[config.mk]
export PLATFORM = sky130hd
export DESIGN_NAME = serial_bank_switch_mapper_unit
export DESIGN_NICKNAME = d
export VERILOG_FILES = /design/src/sbsm_pkg.sv /design/src/sbsm_in_reg.sv /design/src/sbsm_core.sv /design/src/sbsm_out_reg.sv /design/src/serial_bank_switch_mapper_unit.sv
export SDC_FILE = /design/constraint.sdc
export NUM_CORES = 1
export LEC_CHECK = 0
export ABC_AREA = 1
export BUFFER_PORTS_ARGS = -buffer_cell sky130_fd_sc_hd__buf_2
export CORE_AREA = 5 5 114 89
export DETAILED_ROUTE_END_ITERATION = 16
export DIE_AREA = 0 0 119 94
export PLACE_DENSITY = 0.84
export SYNTH_ARGS = -nofsm -noshare
export SYNTH_HDL_FRONTEND = slang
export SYNTH_HIERARCHICAL = 1
export SYNTH_SLANG_ARGS = --single-unit
[constraint.sdc]
create_clock -name clock -period 5.94 [get_ports clock]
set_clock_uncertainty 0.1 [all_clocks]
set_input_delay 0.594 -clock clock [delete_from_list [all_inputs] [get_ports clock]]
set_output_delay 0.594 -clock clock [all_outputs]
set_load 0.1 [all_outputs]
[src/sbsm_pkg.sv]
package sbsm_pkg;

   typedef enum logic [0:0] {
      OP_READ  = 1'b0,
      OP_WRITE = 1'b1
   } opcode_type;

   typedef enum logic [1:0] {
      TARGET_NONE = 2'd0,
      TARGET_RAM  = 2'd1,
      TARGET_ROM  = 2'd2
   } target_type;

   typedef enum logic [0:0] {
      CSR_PRG_BANK_COUNT = 1'b0,
      CSR_CHR_SIZE_UNITS = 1'b1
   } csr_index_type;

   typedef enum logic [1:0] {
      SEL_CONTROL = 2'd0,
      SEL_CHR0    = 2'd1,
      SEL_CHR1    = 2'd2,
      SEL_PRG     = 2'd3
   } load_select_type;

   typedef enum logic [1:0] {
      PRG_MODE_32K_A    = 2'd0,
      PRG_MODE_32K_B    = 2'd1,
      PRG_MODE_FIX_LOW  = 2'd2,
      PRG_MODE_FIX_HIGH = 2'd3
   } prg_mode_type;

   localparam logic [1:0] MIRROR_CODE_VERTICAL   = 2'd2;
   localparam logic [1:0] MIRROR_CODE_HORIZONTAL = 2'd3;

   localparam logic [2:0]  RAM_REGION        = 3'd3;
   localparam logic [4:0]  SHIFT_RESET       = 5'b10000;
   localparam logic [2:0]  SHIFT_LAST        = 3'd4;
   localparam logic [4:0]  PRG_COUNT_RESET   = 5'd16;
   localparam logic [4:0]  CHR_SIZE_RESET    = 5'd2;
   localparam logic [7:0]  CHR_HALF_STEP     = 8'd4;
   localparam int unsigned CSR_WIDTH         = 5;

   typedef struct packed {
      logic        opcode;
      logic [15:0] address;
      logic [7:0]  data;
   } request_type;

   typedef struct packed {
      logic [1:0]  target;
      logic [17:0] phys_offset;
      logic        ram_write;
      logic [7:0]  ram_data;
      logic        mirror_horizontal;
      logic        mirror_unsupported;
      logic [7:0]  chr_low_unit;
      logic [7:0]  chr_high_unit;
   } result_type;

endpackage

[src/sbsm_in_reg.sv]
module sbsm_in_reg (
   input  logic                 clock,
   input  logic                 reset,
   input  logic                 req_valid,
   output logic                 req_stall,
   input  sbsm_pkg::request_type req_item,
   input  logic                 advance,
   output logic                 item_valid,
   output sbsm_pkg::request_type item
);
   import sbsm_pkg::*;

   logic        valid_ff;
   logic        valid_in;
   request_type item_ff;
   logic        take;

   assign req_stall = valid_ff && !advance;
   assign take      = req_valid && !req_stall;

   always_comb begin
      valid_in = valid_ff;
      if (take) begin
         valid_in = 1'b1;
      end else if (advance) begin
         valid_in = 1'b0;
      end
   end

   always_ff @(posedge clock) begin
      if (reset) begin
         valid_ff <= 1'b0;
      end else begin
         valid_ff <= valid_in;
      end
   end

   always_ff @(posedge clock) begin
      if (take) begin
         item_ff <= req_item;
      end
   end

   assign item_valid = valid_ff;
   assign item       = item_ff;

endmodule

[src/sbsm_core.sv]
module sbsm_core (
   input  logic                  clock,
   input  logic                  reset,
   input  logic                  csr_write_enable,
   input  logic                  csr_index,
   input  logic [4:0]            csr_write_data,
   input  logic                  fire,
   input  sbsm_pkg::request_type item,
   output sbsm_pkg::result_type  result
);
   import sbsm_pkg::*;

   logic [4:0] prg_bank_count_ff;
   logic [4:0] chr_size_units_ff;

   logic [4:0] shift_value_ff, shift_value_in;
   logic [2:0] shift_count_ff, shift_count_in;
   logic [2:0] control_mode_ff, control_mode_in;
   logic [3:0] prg_low_bank_ff, prg_low_bank_in;
   logic [3:0] prg_high_bank_ff, prg_high_bank_in;
   logic [7:0] chr_low_base_ff, chr_low_base_in;
   logic [7:0] chr_high_base_ff, chr_high_base_in;
   logic       mirror_mode_ff, mirror_mode_in;
   logic       unsupported_ff, unsupported_in;

   logic [4:0] shifted;
   logic [4:0] last_bank;
   logic [7:0] chr_base;
   logic       four_k;
   logic       small_chr;
   logic [3:0] read_bank;

   // configuration registers
   always_ff @(posedge clock) begin
      if (reset) begin
         prg_bank_count_ff <= PRG_COUNT_RESET;
         chr_size_units_ff <= CHR_SIZE_RESET;
      end else if (csr_write_enable) begin
         case (csr_index_type'(csr_index))
            CSR_PRG_BANK_COUNT: prg_bank_count_ff <= csr_write_data;
            CSR_CHR_SIZE_UNITS: chr_size_units_ff <= csr_write_data;
            default: ;
         endcase
      end
   end

   assign shifted   = {item.data[0], shift_value_ff[4:1]};
   assign last_bank = prg_bank_count_ff - 5'd1;
   assign four_k    = control_mode_ff[2];
   assign small_chr = (chr_size_units_ff[4:1] == 4'd0);

   always_comb begin
      if (small_chr) begin
         chr_base = {7'd0, shifted[0]};
      end else if (four_k) begin
         chr_base = {1'b0, shifted, 2'b00};
      end else begin
         chr_base = {1'b0, shifted[4:1], 3'b000};
      end
   end

   // mapper state update
   always_comb begin
      shift_value_in   = shift_value_ff;
      shift_count_in   = shift_count_ff;
      control_mode_in  = control_mode_ff;
      prg_low_bank_in  = prg_low_bank_ff;
      prg_high_bank_in = prg_high_bank_ff;
      chr_low_base_in  = chr_low_base_ff;
      chr_high_base_in = chr_high_base_ff;
      mirror_mode_in   = mirror_mode_ff;
      unsupported_in   = unsupported_ff;
      if (item.opcode == OP_WRITE && item.address[15]) begin
         if (item.data[7]) begin
            shift_value_in       = SHIFT_RESET;
            shift_count_in       = 3'd0;
            control_mode_in[1:0] = 2'b11;
         end else if (shift_count_ff != SHIFT_LAST) begin
            shift_value_in = shifted;
            shift_count_in = shift_count_ff + 3'd1;
         end else begin
            shift_value_in = SHIFT_RESET;
            shift_count_in = 3'd0;
            case (load_select_type'(item.address[14:13]))
               SEL_CONTROL: begin
                  control_mode_in = shifted[4:2];
                  if (shifted[1:0] == MIRROR_CODE_VERTICAL) begin
                     mirror_mode_in = 1'b0;
                  end else if (shifted[1:0] == MIRROR_CODE_HORIZONTAL) begin
                     mirror_mode_in = 1'b1;
                  end else begin
                     unsupported_in = 1'b1;
                  end
               end
               SEL_CHR0: begin
                  chr_low_base_in = chr_base;
                  if (!four_k) begin
                     chr_high_base_in = chr_base + CHR_HALF_STEP;
                  end
               end
               SEL_CHR1: begin
                  if (four_k) begin
                     chr_high_base_in = {1'b0, shifted, 2'b00};
                  end
               end
               SEL_PRG: begin
                  case (prg_mode_type'(control_mode_ff[1:0]))
                     PRG_MODE_32K_A, PRG_MODE_32K_B: begin
                        prg_low_bank_in  = {shifted[3:1], 1'b0};
                        prg_high_bank_in = {shifted[3:1], 1'b1};
                     end
                     PRG_MODE_FIX_LOW: begin
                        prg_low_bank_in  = 4'd0;
                        prg_high_bank_in = shifted[3:0];
                     end
                     default: begin
                        prg_low_bank_in  = shifted[3:0];
                        prg_high_bank_in = last_bank[3:0];
                     end
                  endcase
               end
               default: ;
            endcase
         end
      end
   end

   always_ff @(posedge clock) begin
      if (reset) begin
         shift_value_ff   <= SHIFT_RESET;
         shift_count_ff   <= 3'd0;
         control_mode_ff  <= 3'd0;
         prg_low_bank_ff  <= 4'd0;
         prg_high_bank_ff <= 4'hF;
         chr_low_base_ff  <= 8'd0;
         chr_high_base_ff <= CHR_HALF_STEP;
         mirror_mode_ff   <= 1'b0;
         unsupported_ff   <= 1'b0;
      end else if (fire) begin
         shift_value_ff   <= shift_value_in;
         shift_count_ff   <= shift_count_in;
         control_mode_ff  <= control_mode_in;
         prg_low_bank_ff  <= prg_low_bank_in;
         prg_high_bank_ff <= prg_high_bank_in;
         chr_low_base_ff  <= chr_low_base_in;
         chr_high_base_ff <= chr_high_base_in;
         mirror_mode_ff   <= mirror_mode_in;
         unsupported_ff   <= unsupported_in;
      end
   end

   // bus decode
   assign read_bank = item.address[14] ? prg_high_bank_ff : prg_low_bank_ff;

   always_comb begin
      result.target      = TARGET_NONE;
      result.phys_offset = 18'd0;
      result.ram_write   = 1'b0;
      result.ram_data    = 8'd0;
      if (item.opcode == OP_READ) begin
         if (item.address[15:13] == RAM_REGION) begin
            result.target      = TARGET_RAM;
            result.phys_offset = {5'd0, item.address[12:0]};
         end else if (item.address[15]) begin
            result.target      = TARGET_ROM;
            result.phys_offset = {read_bank, item.address[13:0]};
         end
      end else if (!item.address[15]) begin
         result.target      = TARGET_RAM;
         result.phys_offset = {5'd0, item.address[12:0]};
         result.ram_write   = 1'b1;
         result.ram_data    = item.data;
      end
      result.mirror_horizontal  = mirror_mode_in;
      result.mirror_unsupported = unsupported_in;
      result.chr_low_unit       = chr_low_base_in;
      result.chr_high_unit      = chr_high_base_in;
   end

   shift_count_range: assert property (@(posedge clock) disable iff (reset)
      shift_count_ff <= SHIFT_LAST)
      else $error("shift count out of range");

   clear_forces_mode: assert property (@(posedge clock) disable iff (reset)
      fire && item.opcode == OP_WRITE && item.address[15] && item.data[7]
      |=> shift_value_ff == SHIFT_RESET && shift_count_ff == 3'd0
          && control_mode_ff[1:0] == 2'b11)
      else $error("serial clear did not reset shift register");

   idle_holds_map: assert property (@(posedge clock) disable iff (reset)
      !fire |=> $stable(prg_low_bank_ff) && $stable(prg_high_bank_ff)
                && $stable(chr_low_base_ff) && $stable(shift_count_ff))
      else $error("mapping changed without a transaction");

   flag_sticky: assert property (@(posedge clock) disable iff (reset)
      unsupported_ff |=> unsupported_ff)
      else $error("unsupported mirroring flag dropped");

endmodule

[src/sbsm_out_reg.sv]
module sbsm_out_reg (
   input  logic                 clock,
   input  logic                 reset,
   input  logic                 item_valid,
   input  sbsm_pkg::result_type result,
   output logic                 advance,
   output logic                 rsp_valid,
   input  logic                 rsp_stall,
   output sbsm_pkg::result_type rsp_item
);
   import sbsm_pkg::*;

   logic       valid_ff;
   logic       valid_in;
   result_type result_ff;

   assign advance = item_valid && (!valid_ff || !rsp_stall);

   always_comb begin
      valid_in = valid_ff;
      if (advance) begin
         valid_in = 1'b1;
      end else if (!rsp_stall) begin
         valid_in = 1'b0;
      end
   end

   always_ff @(posedge clock) begin
      if (reset) begin
         valid_ff <= 1'b0;
      end else begin
         valid_ff <= valid_in;
      end
   end

   always_ff @(posedge clock) begin
      if (advance) begin
         result_ff <= result;
      end
   end

   assign rsp_valid = valid_ff;
   assign rsp_item  = result_ff;

endmodule

[src/serial_bank_switch_mapper_unit.sv]
// channel   direction  ports
// req       in         req_valid, req_stall, req_opcode, req_address, req_data
// rsp       out        rsp_valid, rsp_stall, rsp_target ... rsp_chr_high_unit
// csr       in         csr_write_enable, csr_index, csr_write_data
//
// one transaction per cycle without rsp_stall; requests pass the input, then the result register
// mapper state updates as a request moves from the input register to the result register
// reset is synchronous: banks, shift register and flags return to power-up values
// rsp_stall holds the result register; req_stall rises only when both registers are full
// and rsp_stall is high
module serial_bank_switch_mapper_unit (
   input  logic        clock,
   input  logic        reset,
   input  logic        req_valid,
   output logic        req_stall,
   input  logic        req_opcode,
   input  logic [15:0] req_address,
   input  logic [7:0]  req_data,
   output logic        rsp_valid,
   input  logic        rsp_stall,
   output logic [1:0]  rsp_target,
   output logic [17:0] rsp_phys_offset,
   output logic        rsp_ram_write,
   output logic [7:0]  rsp_ram_data,
   output logic        rsp_mirror_horizontal,
   output logic        rsp_mirror_unsupported,
   output logic [7:0]  rsp_chr_low_unit,
   output logic [7:0]  rsp_chr_high_unit,
   input  logic        csr_write_enable,
   input  logic        csr_index,
   input  logic [4:0]  csr_write_data
);
   import sbsm_pkg::*;

   request_type req_item;
   request_type item;
   logic        item_valid;
   logic        advance;
   result_type  result;
   result_type  rsp_item;

   assign req_item.opcode  = req_opcode;
   assign req_item.address = req_address;
   assign req_item.data    = req_data;

   sbsm_in_reg u_in_reg (
      .clock      (clock),
      .reset      (reset),
      .req_valid  (req_valid),
      .req_stall  (req_stall),
      .req_item   (req_item),
      .advance    (advance),
      .item_valid (item_valid),
      .item       (item)
   );

   sbsm_core u_core (
      .clock            (clock),
      .reset            (reset),
      .csr_write_enable (csr_write_enable),
      .csr_index        (csr_index),
      .csr_write_data   (csr_write_data),
      .fire             (advance),
      .item             (item),
      .result           (result)
   );

   sbsm_out_reg u_out_reg (
      .clock      (clock),
      .reset      (reset),
      .item_valid (item_valid),
      .result     (result),
      .advance    (advance),
      .rsp_valid  (rsp_valid),
      .rsp_stall  (rsp_stall),
      .rsp_item   (rsp_item)
   );

   assign rsp_target             = rsp_item.target;
   assign rsp_phys_offset        = rsp_item.phys_offset;
   assign rsp_ram_write          = rsp_item.ram_write;
   assign rsp_ram_data           = rsp_item.ram_data;
   assign rsp_mirror_horizontal  = rsp_item.mirror_horizontal;
   assign rsp_mirror_unsupported = rsp_item.mirror_unsupported;
   assign rsp_chr_low_unit       = rsp_item.chr_low_unit;
   assign rsp_chr_high_unit      = rsp_item.chr_high_unit;

endmodule
==> results.toml, run 1 <==
[outcome]
status = "finished clean"

[placement]
port_buffers = 84
pre_cts_ws_ns = 2.840
place_hpwl_mm = 6.688
place_congestion = 0.8643

[clock_network]
cts_buffer_depth = 2
post_cts_buffers = 0
cts.sinks = 118
clk_pin_slew_ns = 0.05
cts_resized = 0
cts_made_buffers = 17
cts_tree = "yes"
postCtsHoldBufs = 0
htree_levels = 4
clock_latency_ns = 0.41
cts-root-buf = "clkbuf_16"

[timing]
setup_viol_count_final = 0
fin_crit_ns = 2.806
min_period_over_period_pct = 47.24
max_slew_margin_pct = 16.19
rsz0062_at_grt = "no"
fmax_ghz = 0.3564
holdWs_ns = 0.2539
finalWorstSetupSlack_ns = 3.134
finalMaxSlewViolations = 0
setup_tns_ns = 0
worst_pin_slew_ns = 1.248
hold_viol = 0

[global_routing]
gr-total-overflow = 0
grt_usage_pct = 18.47
grt_max_degree = 64
antenna_found_initial = 0
grt_pass1_vias = 3472
grt_pass1_wl_mm = 16.11

[setup_path]
path_cells = "inv_1, a21oi_4, buf_4, inv_1, nand2_2, inv_2, buf_2"
critical_path_peak_fanout = 63
cp_slowest_cell = "buf_4"
cp.required_ns = 5.25
cp_common_cell = "inv_1"
arrival_ns = 2.11
start_kind = "flip-flop"
end_kind = "output pin"
worst_path_largest_cell_delay_ns = 0.61
critPathKind = "flip-flop to output pin"

[cells_and_area]
antenna_cells = 0
nets = 600
final_common_cell = "nand2_1"
fill_cells = 670
final_cell_mix = "nand2_1 (91), buf_2 (84), edfxtp_1 (72)"
area_growth_pct = 21.88
drive_gt1_share_pct = 25.26

[detailed_routing]
vias = 3545
antenna_left = 0
viasPerCell = 5.198
wl_per_cell_um = 14.68
dr.pass1.iters = 5
first_iter_violations = 304
wl_mm = 10.01
drc = 0

[logic_synthesis]
synth_top_cell_by_area = "edfxtp_1"
synth_top_family_by_area = "simple AND/OR/NAND/NOR gates"
synth_cell_types = 39
syn_inst = 466
syn_avg_cell_area_um2 = 10.26
synth_compound_area_share_pct = 10.92
yosys.area.top_type_share_pct = 45.24
synth_seq_cells = 118
synth-xor-area-share_pct = 0.1832
synth_area_leaders = "edfxtp_1 (45%), dfxtp_1 (19%), nand2_1 (7.1%)"
synthArstFlopShare_pct = 0
synth.area.mux_share_pct = 0
yosysSeqAreaShare_pct = 64.50
syn-num-nets = 509
synth_edf_count = 72
synthSimpleGateAreaFrac_pct = 16.34
synthFlopType = "edfxtp_1"
synth_warnings = 6
synth_adder_area_share_pct = 1.832
syn-cell-area_mm2 = 0.004780

[pwr]
seq_power_share_pct = 44.5
power_density_mw_per_mm2 = 361.4
comb_power_share_pct = 12.6
p_clk_share_pct = 42.9
p_sw_share_pct = 28.12
p_int_w = 0.001513
power.total_w = 0.002106
power_leakage_nw = 2.528
power_switching_w = 0.0005921
ir_drop_mv = 0.3184

[die]
die_area_mm2 = 0.01119
pin_count = 85
initial_utilization_pct = 53.95
die_h_um = 94
rows = 30
chipWidth_um = 119
coreArea_mm2 = 0.008859

[worst_hold_path]
hold_class = "input port to flip-flop"

[flow_run]
cap_violations = 0
-- per-stage QoR --
stage,cells,util (%),instance area [µm²]
2_1_floorplan,466,-,4780
3_3_place_gp,650,59.70,5289
3_5_place_dp,650,59.70,5289
4_1_cts,682,65.76,5826
5_1_grt,682,65.76,5826
6_report,682,65.76,5826
-- flip-flops by register name, summed over array words and instances (netlist names) --
signal and count:
u_core/chr_size_units_ff 4, u_core/unsupported_ff 1, u_core/prg_bank_count_ff 4, u_in_reg/item_valid 1
u_core/shift_value_ff 4, u_core/shift_count_ff 3, u_core/chr_high_base_ff 8, u_core/mirror_mode_ff 1
u_out_reg/rsp_valid 1, u_core/control_mode_ff 3, u_out_reg/rsp_item 47, u_core/prg_high_bank_ff 4
u_core/chr_low_base_ff 8, u_in_reg/item 25, u_core/prg_low_bank_ff 4
-- synthesized netlist by cell type, types with 4 or more instances --
cell	number
ha_1	7
o21ai_1	8
nand2_1	91
o21ai_0	25
dfxtp_1	46
edfxtp_1	72
clkbuf_1	8
nand3_1	8
a22oi_1	4
inv_1	51
inv_2	6
nor2_1	62
nand2_2	4
a211oi_2	4
nor3_1	5
a21oi_1	26
-- final cells by class --
type / count / area, µm² / area share [%]
Timing Repair Buffer: 85 / 427.9 / 7.345
Multi-Input combinational cell: 275 / 1413 / 24.25
Inverter: 60 / 225.2 / 3.866
Clock buffer: 20 / 456.7 / 7.839
Clock inverter: 12 / 80.08 / 1.375
Sequential cell: 118 / 3083 / 52.92
Tap cell: 112 / 140.1 / 2.405
-- cell families (layout without fill, tap and decap cells) --
| group | count (synthesis) | in the layout |
|---|---|---|
| AOI/OAI and AO/OA | 86 | 86 |
| xor gates and xnor gates | 1 | 1 |
| adders and majority gates | 7 | 7 |
| buffers and inverters | 73 | 177 |
| DFF | 118 | 118 |
| and+or+nand+nor | 181 | 181 |
-- power groups by stage --
stage          Combinational (W)  Sequential, W  Clock [W]
6_report                0.000265       0.000937   0.000903
5_1_grt                 0.000282       0.000940   0.000956
4_1_cts                 0.000266       0.000937   0.000923
3_5_place_dp            0.000265       0.000952          0
3_3_place_gp            0.000258       0.000951          0
2_1_floorplan          0.0000768        0.00109          0
-- path summary, 6_finish.rpt --
path | from | to | slack, ns | depth (start not counted)
hold reg to reg | u_core/chr_low_base_ff[1]$_SDFFE_PP0P_ | u_core/chr_low_base_ff[1]$_SDFFE_PP0P_ | 0.36 | 2
hold / removal | req_data[1] | u_in_reg/item[1]$_DFFE_PP_ | 0.25 | 1
setup reg to reg | u_in_reg/item_valid$_SDFFE_PP0P_ | u_in_reg/item[20]$_DFFE_PP_ | 3.18 | 7
setup / recovery | u_in_reg/item_valid$_SDFFE_PP0P_ | req_stall | 3.13 | 7
-- worst max-delay path, delay by kind of cell (launching register included) --
family / cells / cell delay (ns)
buffers and inverters: 5 / 1.14
DFF: 1 / 0.35
AOI/OAI and AO/OA: 1 / 0.11
and+or+nand+nor: 1 / 0.10
-- metal layers --
metal  track usage, %  vias to the layer above  share of wire [%]
met2            29.76                      160                 46
met1            22.57                     1638                 44
li1                 -                     1735                  -
met4            5.207                        0                1.1
met5                0                        -                  0
met3            8.308                       12                8.1
No activity file was read; power rests on OpenSTA's default activity.
==> run 2: changes to the inputs <==
--- a/config.mk
+++ b/config.mk
@@ -7,10 +7,10 @@
 export LEC_CHECK = 0
 export ABC_AREA = 1
 export BUFFER_PORTS_ARGS = -buffer_cell sky130_fd_sc_hd__buf_2
-export CORE_AREA = 5 5 114 89
+export CORE_AREA = 5 5 119 93
 export DETAILED_ROUTE_END_ITERATION = 16
-export DIE_AREA = 0 0 119 94
-export PLACE_DENSITY = 0.84
+export DIE_AREA = 0 0 124 98
+export PLACE_DENSITY = 0.81
 export SYNTH_ARGS = -nofsm -noshare
 export SYNTH_HDL_FRONTEND = slang
 export SYNTH_HIERARCHICAL = 1
==> constraint.sdc (replaced) <==
create_clock -name clock -period 2.4 [get_ports clock]
set_clock_uncertainty 0.1 [all_clocks]
set_input_delay 0.24 -clock clock [delete_from_list [all_inputs] [get_ports clock]]
set_output_delay 0.24 -clock clock [all_outputs]
set_load 0.1 [all_outputs]
==> results.toml, run 2 (synthesis gave the netlist of run 1 again) <==
[outcome]
status = "finished clean"

[global_routing]
grt_pass1_wl_mm = 17.46
busiest_layer = "met2"
met3_usage_pct = 5.732
groute.layer.met1.usage_pct = 24.12
gr-total-overflow = 0
grt_usage_pct = 18.69
grt_max_degree = 62
antenna_found_initial = 0
use_met2_pct = 29.00
grt_pass1_vias = 3688

[timing]
fin_crit_ns = 1.882
setup_viol_count_final = 0
max_slew_margin_pct = 51.43
worst_pin_slew_ns = 0.7286
finalWorstSetupSlack_ns = 0.5179
rsz0062_at_grt = "no"
fmax_ghz = 0.5313
hold_viol = 0
finalMaxSlewViolations = 0
min_period_over_period_pct = 78.42

[clock_network]
postCtsHoldBufs = 27
htree_levels = 4
cts_buffer_depth = 2
cts_tree = "yes"
cts-root-buf = "clkbuf_16"
cts_made_buffers = 17
clk_pin_slew_ns = 0.05
post_cts_buffers = 0
cts_resized = 0
cts.sinks = 118
clock_latency_ns = 0.40

[placement]
placed_area_mm2 = 0.005368
place_congestion = 0.8465
port_buffers = 84
place_hpwl_mm = 6.945
pre_cts_ws_ns = 0.5414

[worst_hold_path]
min-delay-start = "csr_write_data[4]"
min_to = "u_core/chr_size_units_ff[4]$_SDFFE_PP0P_"
hold_class = "input port to flip-flop"
min_path_cells = 3

[cells_and_area]
final_common_cell = "nand2_1"
stdcell_area_mm2 = 0.006252
nets = 631
area_growth_pct = 30.81
final_util_pct = 63.22
largest_reg_flops = 47
drive_gt1_share_pct = 24.79
final_cell_mix = "nand2_1 (91), buf_2 (84), edfxtp_1 (72)"
antenna_cells = 0

[detailed_routing]
viasPerCell = 5.019
vias = 3699
dr.pass1.iters = 5
drc = 0
antenna_left = 0
wl_per_cell_um = 14.60
wl_mm = 10.76
first_iter_violations = 405

[die]
rows = 32
initial_utilization_pct = 48.33
die_h_um = 98
die_area_mm2 = 0.01215
pin_count = 85
chipWidth_um = 124
coreArea_mm2 = 0.009889

[setup_path]
cp_slowest_cell = "edfxtp_1"
reg2reg_to = "u_out_reg/rsp_item[3]$_DFFE_PP_"
cp.required_ns = 2.46
end_kind = "flip-flop"
r2r_slack_ns = 0.52
critPathKind = "flip-flop to flip-flop"
worst_path_largest_cell_delay_ns = 0.42
arrival_ns = 1.94
r2r_cells = 7
start_kind = "flip-flop"
reg2reg_from = "u_in_reg/item[23]$_DFFE_PP_"
path_cells = "nand2_2, nor2_4, nand2_4, nor2_8, nand3_2, nand2_1, a21bo_1"
critical_path_peak_fanout = 15

[pwr]
ir_drop_mv = 0.4118
power_density_mw_per_mm2 = 899.4
power_leakage_nw = 2.724

[flow_run]
cap_violations = 0
==> run 2: worst max path at each step <==
stage / start / endpoint / slack, ns / depth (start not counted)
finish: u_in_reg/item[23]$_DFFE_PP_ / u_out_reg/rsp_item[3]$_DFFE_PP_ / 0.52 / 7
global route: u_in_reg/item[23]$_DFFE_PP_ / u_out_reg/rsp_item[3]$_DFFE_PP_ / 0.34 / 7
CTS: u_in_reg/item_valid$_SDFFE_PP0P_ / req_stall / 0.51 / 6
detailed placement: u_in_reg/item[23]$_DFFE_PP_ / u_out_reg/rsp_item[3]$_DFFE_PP_ / 0.54 / 7
global placement: u_in_reg/item[23]$_DFFE_PP_ / u_out_reg/rsp_item[3]$_DFFE_PP_ / 0.61 / 7
floorplan: u_out_reg/rsp_valid$_SDFFE_PP0P_ / u_in_reg/item[0]$_DFFE_PP_ / -0.32 / 5
==> run 2: power by group <==
group          internal (W)  leakage (nW)  switching [W]  total, W
sequential          0.00227          1.07      0.0000444   0.00232
clock               0.00177         0.308       0.000824   0.00260
combinational      0.000146          1.34       0.000562  0.000707
total               0.00419          2.72        0.00143   0.00562
==> run 2: stage by stage <==
step	hold slack, ns	setup TNS (ns)	total power [W]	instances
2_1_floorplan	0.1933	-8.251	0.002884	466
3_3_place_gp	0.3176	0	0.003008	678
3_5_place_dp	0.3187	0	0.003022	678
4_1_cts	0.003634	0	0.005652	737
5_1_grt	0.01397	0	0.005814	737
6_report	0.003531	0	0.005623	737
==> run 2: per-layer routing <==
metal	vias up	part of all wire [%]
met4	0	2.2
li1	1801	-
met2	157	47
met1	1716	43
met5	-	0
met3	25	8.1
==> run 2: worst max-delay path: cells and delay by family, from the launching register on <==
family	cells	cell delay, ns
simple gates	6	0.92
compound gates	1	0.20
flops	1	0.42
==> run 2: layout make-up <==
type	count	area [µm²]
timing repair buffer	116	728.2
multi-input combinational	275	1423
fill	793	3637
inverter	60	230.2
clock buffer	21	460.4
clock inverter	11	153.9
sequential	118	3087
tap	136	170.2
